File: config.mk
export PLATFORM = sky130hd
export DESIGN_NAME = smfbs_ctrl
export DESIGN_NICKNAME = d
export VERILOG_FILES = /design/src/design/smfbs_pkg.sv /design/src/design/smfbs_ctrl.sv
export SDC_FILE = /design/constraint.sdc
export NUM_CORES = 1
export LEC_CHECK = 0
export BUFFER_PORTS_ARGS = -buffer_cell sky130_fd_sc_hd__buf_2
export CORE_AREA = 3 3 40 42
export DETAILED_ROUTE_END_ITERATION = 8
export DIE_AREA = 0 0 43 45
export SLEW_MARGIN = 20
export SYNTH_ARGS = -nofsm -noshare
export SYNTH_HDL_FRONTEND = slang
export SYNTH_SLANG_ARGS = --single-unit
File: constraint.sdc
create_clock -name clk -period 3.8 [get_ports clk]
set_input_delay 0.76 -clock clk [delete_from_list [all_inputs] [get_ports clk]]
set_output_delay 0.76 -clock clk [all_outputs]
set_load 0.05 [all_outputs]
File: src/design/smfbs_pkg.sv
package smfbs_pkg;

    localparam int DEF_MAX_ROWS    = 32;
    localparam int DEF_MAX_COLUMNS = 32;

    localparam int CFG_W     = 6;
    localparam int CFG_IDX_W = 2;
    localparam int POS_W     = 10;
    localparam int VAL_W     = 32;
    localparam int IN_DATA_W  = 48;   // position + value, padded to bytes
    localparam int OUT_DATA_W = 8;
    // signed window bounds; lo + hi of the largest window must not overflow
    localparam int WIN_W = 2 * CFG_W + 2;

    localparam logic [CFG_IDX_W-1:0] REG_ROW_COUNT    = 2'd0;
    localparam logic [CFG_IDX_W-1:0] REG_COLUMN_COUNT = 2'd1;

    localparam logic MODE_LOAD   = 1'b0;
    localparam logic MODE_SEARCH = 1'b1;

    typedef struct packed {
        logic load;     // write one element
        logic start;    // capture search target
        logic setup;    // open window, issue first read
        logic probe;    // compare and narrow
        logic commit;   // move answer to output register
    } cmd_t;

    typedef struct packed {
        logic empty;      // window empty at setup
        logic hit;        // probed element equals target
        logic exhausted;  // window empty after narrowing
    } status_t;

endpackage

File: src/design/smfbs_ctrl.sv
module smfbs_ctrl
    import smfbs_pkg::*;
(
    input  logic    clk,
    input  logic    rst_n,
    input  logic    in_valid,
    input  logic    in_mode,
    output logic    in_ready,
    output logic    out_valid,
    input  logic    out_ready,
    input  status_t status,
    output cmd_t    cmd
);

    localparam logic [1:0] ST_IDLE   = 2'd0;
    localparam logic [1:0] ST_SETUP  = 2'd1;
    localparam logic [1:0] ST_PROBE  = 2'd2;
    localparam logic [1:0] ST_FINISH = 2'd3;

    logic [1:0] state_reg;
    logic [1:0] state_next;
    logic       out_valid_reg;
    logic       out_valid_next;
    logic       accept;

    assign in_ready = (state_reg == ST_IDLE);
    assign accept   = in_valid && in_ready;

    always_comb
    begin
        cmd        = '0;
        state_next = state_reg;
        case (state_reg)
            ST_IDLE:
            begin
                if (accept)
                begin
                    if (in_mode == MODE_SEARCH)
                    begin
                        cmd.start  = 1'b1;
                        state_next = ST_SETUP;
                    end
                    else
                    begin
                        cmd.load = 1'b1;
                    end
                end
            end
            ST_SETUP:
            begin
                cmd.setup  = 1'b1;
                state_next = status.empty ? ST_FINISH : ST_PROBE;
            end
            ST_PROBE:
            begin
                cmd.probe = 1'b1;
                if (status.hit || status.exhausted)
                begin
                    state_next = ST_FINISH;
                end
            end
            ST_FINISH:
            begin
                // wait for the output register to free up
                if (!out_valid_reg || out_ready)
                begin
                    cmd.commit = 1'b1;
                    state_next = ST_IDLE;
                end
            end
            default:
            begin
                state_next = ST_IDLE;
            end
        endcase
    end

    always_comb
    begin
        out_valid_next = out_valid_reg;
        if (cmd.commit)
        begin
            out_valid_next = 1'b1;
        end
        else if (out_ready)
        begin
            out_valid_next = 1'b0;
        end
    end

    always_ff @(posedge clk or negedge rst_n)
    begin
        if (!rst_n)
        begin
            state_reg     <= ST_IDLE;
            out_valid_reg <= 1'b0;
        end
        else
        begin
            state_reg     <= state_next;
            out_valid_reg <= out_valid_next;
        end
    end

    assign out_valid = out_valid_reg;

endmodule

==> results by group <==
Global routing
  • Vias in the first global route: 228
  • Total GRT Usage: 6.84%
  • Initial antenna violation count: 0
  • First-pass GRT wire length: 897 um
  • Largest net degree at the start of global routing: 6
  • GRT overflow: 0

Cells and area
  • Most frequent cells in the layout: buf_2 (14), ha_1 (5), clkbuf_4 (3), dfrtp_1 (3)
  • Layout cells sized above 1: 45.2%
  • Nets: 56
  • Largest register FFs: 2
  • Post-layout util: 28.0%
  • Post-route cell area: 360 um2
  • Area growth syn-to-layout: 42.6%
  • Most common cell after layout, fill and taps aside: buf_2
  • Diodes inserted: 0
  • Post-route non-filler standard cell count: 57
  • Final-layout fill cell count: 155

Place
  • Final GP Congestion: 0.671
  • DP Area: 334 um2
  • Dpl cells: 53
  • Port bufs: 14

Synth
  • Cell variety after synth: 15
  • #FFs+latches synth: 3
  • Gate Count Post-Synth: 25
  • Synthesized Nets: 38
  • Sequential-to-total area share from yosys stat: 29.7%
  • Mapped Area: 253 um2
  • Synth warnings: 0
  • Average size of a mapped cell: 10.1 um2

Worst setup path
  • CP max FO: 5
  • Critical path, cell by cell: inv_1 -> ha_1 -> and3_2 -> buf_2
  • Startpoint Class: flip-flop
  • Required time at the endpoint of the critical path: 3.04 ns
  • CP max stage cell: dfrtp_1
  • Worst Path Arrival: 1.45 ns
  • Slowest stage delay, CP: 0.40 ns
  • Endpoint class of the critical path: output port
  • WS Path Type: reg -> out

Floorplan
  • Rows: 13
  • Die width: 43 um
  • Die H: 45 um
  • Starting density of the core: 19.7%
  • Die area: 1940 um2
  • Num ports: 15
  • Core box area: 1280 um2

Clock network
  • CTS tree: done
  • Clock Sinks: 3
  • Setup Fix Bufs, Post-CTS: 0
  • Clock root buffer: clkbuf_4
  • Clock Path Buffers: 2
  • Htree depth: 1
  • Clock latency on the worst-skew pair: 0.23 ns
  • CTS clk-pin slew, worst paths: 0.04 ns
  • Number of buffers created by CTS: 3
  • CTS resizes: 0
  • Hold-fix buffers at CTS: 0

Timing
  • RSZ-0062 raised after global routing: false
  • Fmax: 0.452 GHz
  • Worst-Margin Slew: 0.265 ns
  • Total Neg Setup Slack: 0 ns
  • Tcrit/Tclk final: 58.2%
  • Max_slew headroom: 82.3%
  • Final Max Slew Viols: 0
  • Hold Fails Final Rpt: 0
  • Finish-stage setup viols: 0
  • Clock Skew: 0.00219 ns
  • Minimum clock period: 2.21 ns

Detailed routing
  • Vias/cell: 4.09
  • Avg WL per Cell: 8.26 um
  • Post-route DRC: 0
  • Via Count: 233
  • Total Wirelength: 471 um
  • Post-route ant nets: 0
  • Initial drt markers: 3
  • Detailed Routing Iterations Pass 1: 2

Run
  • Max cap viols: 0

Status
  • Outcome: complete, no violations

Min path
  • HP Class: in -> async
[final cells by class]
| class | count | area (um2) | area share, % |
|---|---|---|---|
| inverter | 2 | 7.51 | 2.08 |
| tap | 15 | 18.8 | 5.21 |
| sequential | 3 | 75.1 | 20.8 |
| clock buffer | 4 | 26.3 | 7.29 |
| timing repair buffer | 14 | 70.1 | 19.4 |
| multi-input combinational | 19 | 163 | 45.1 |
[worst paths after layout]
kind                       slack (ns)            to    startpoint  cells past startpoint
max reg2reg                      2.25  state_reg[1]  state_reg[0]                      4
min reg2reg                      0.54     out_valid     out_valid                      2
max in group asynchronous        3.38  state_reg[0]         rst_n                      1
min                              0.31  state_reg[1]         rst_n                      1
max                              1.59        cmd[3]  state_reg[0]                      4
min in group clk                 0.54     out_valid     out_valid                      2
[stage by stage]
stage	hold WS, ns	setup slack (ns)
2_1_floorplan	0.464	1.24
3_3_place_gp	0.520	1.68
3_5_place_dp	0.530	1.69
4_1_cts	0.305	1.57
5_1_grt	0.301	1.48
6_report	0.315	1.59
[synth_stat cells]
master	n	area (um2)
nor2_1	2	7.51
inv_1	2	7.51
a221oi_2	1	15.0
ha_1	5	62.6
a211oi_1	1	7.51
and2_1	1	6.26
and3_1	1	6.26
dfrtp_1	3	75.1
nand2_1	2	7.51
mux2i_1	1	10.0
nand2b_1	2	12.5
mux2_1	1	11.3
and3b_1	1	8.76
buf_4	1	7.51
and3_2	1	7.51
[worst max-delay path: cells and delay by family, from the launching register on]
family / cells / cell delay (ns)
adder cells (fa/ha/maj): 1 / 0.24
buffers and inverters: 2 / 0.40
flip-flops: 1 / 0.40
AND/OR/NAND/NOR: 1 / 0.18
[cells by family (layout without fill, tap and decap cells)]
| group | after synthesis | count (layout) | share of synthesized area, % |
|---|---|---|---|
| buf+inv | 3 | 20 | 5.94 |
| simple gates | 10 | 10 | 22.3 |
| fa+ha+maj | 5 | 5 | 24.8 |
| mux | 2 | 2 | 8.42 |
| compound gates | 2 | 2 | 8.91 |
| flops | 3 | 3 | 29.7 |
[per-layer routing]
metal	GRT usage (%)	up-vias	part of all wire, %
li1	-	118	-
met1	7.04	104	39
met2	8.98	11	45
met3	4.38	0	15
met4	7.23	0	0
met5	0	-	0
Power is not shown: default switching activity piles up to over one toggle a cycle in this logic, so the estimate is an artifact.
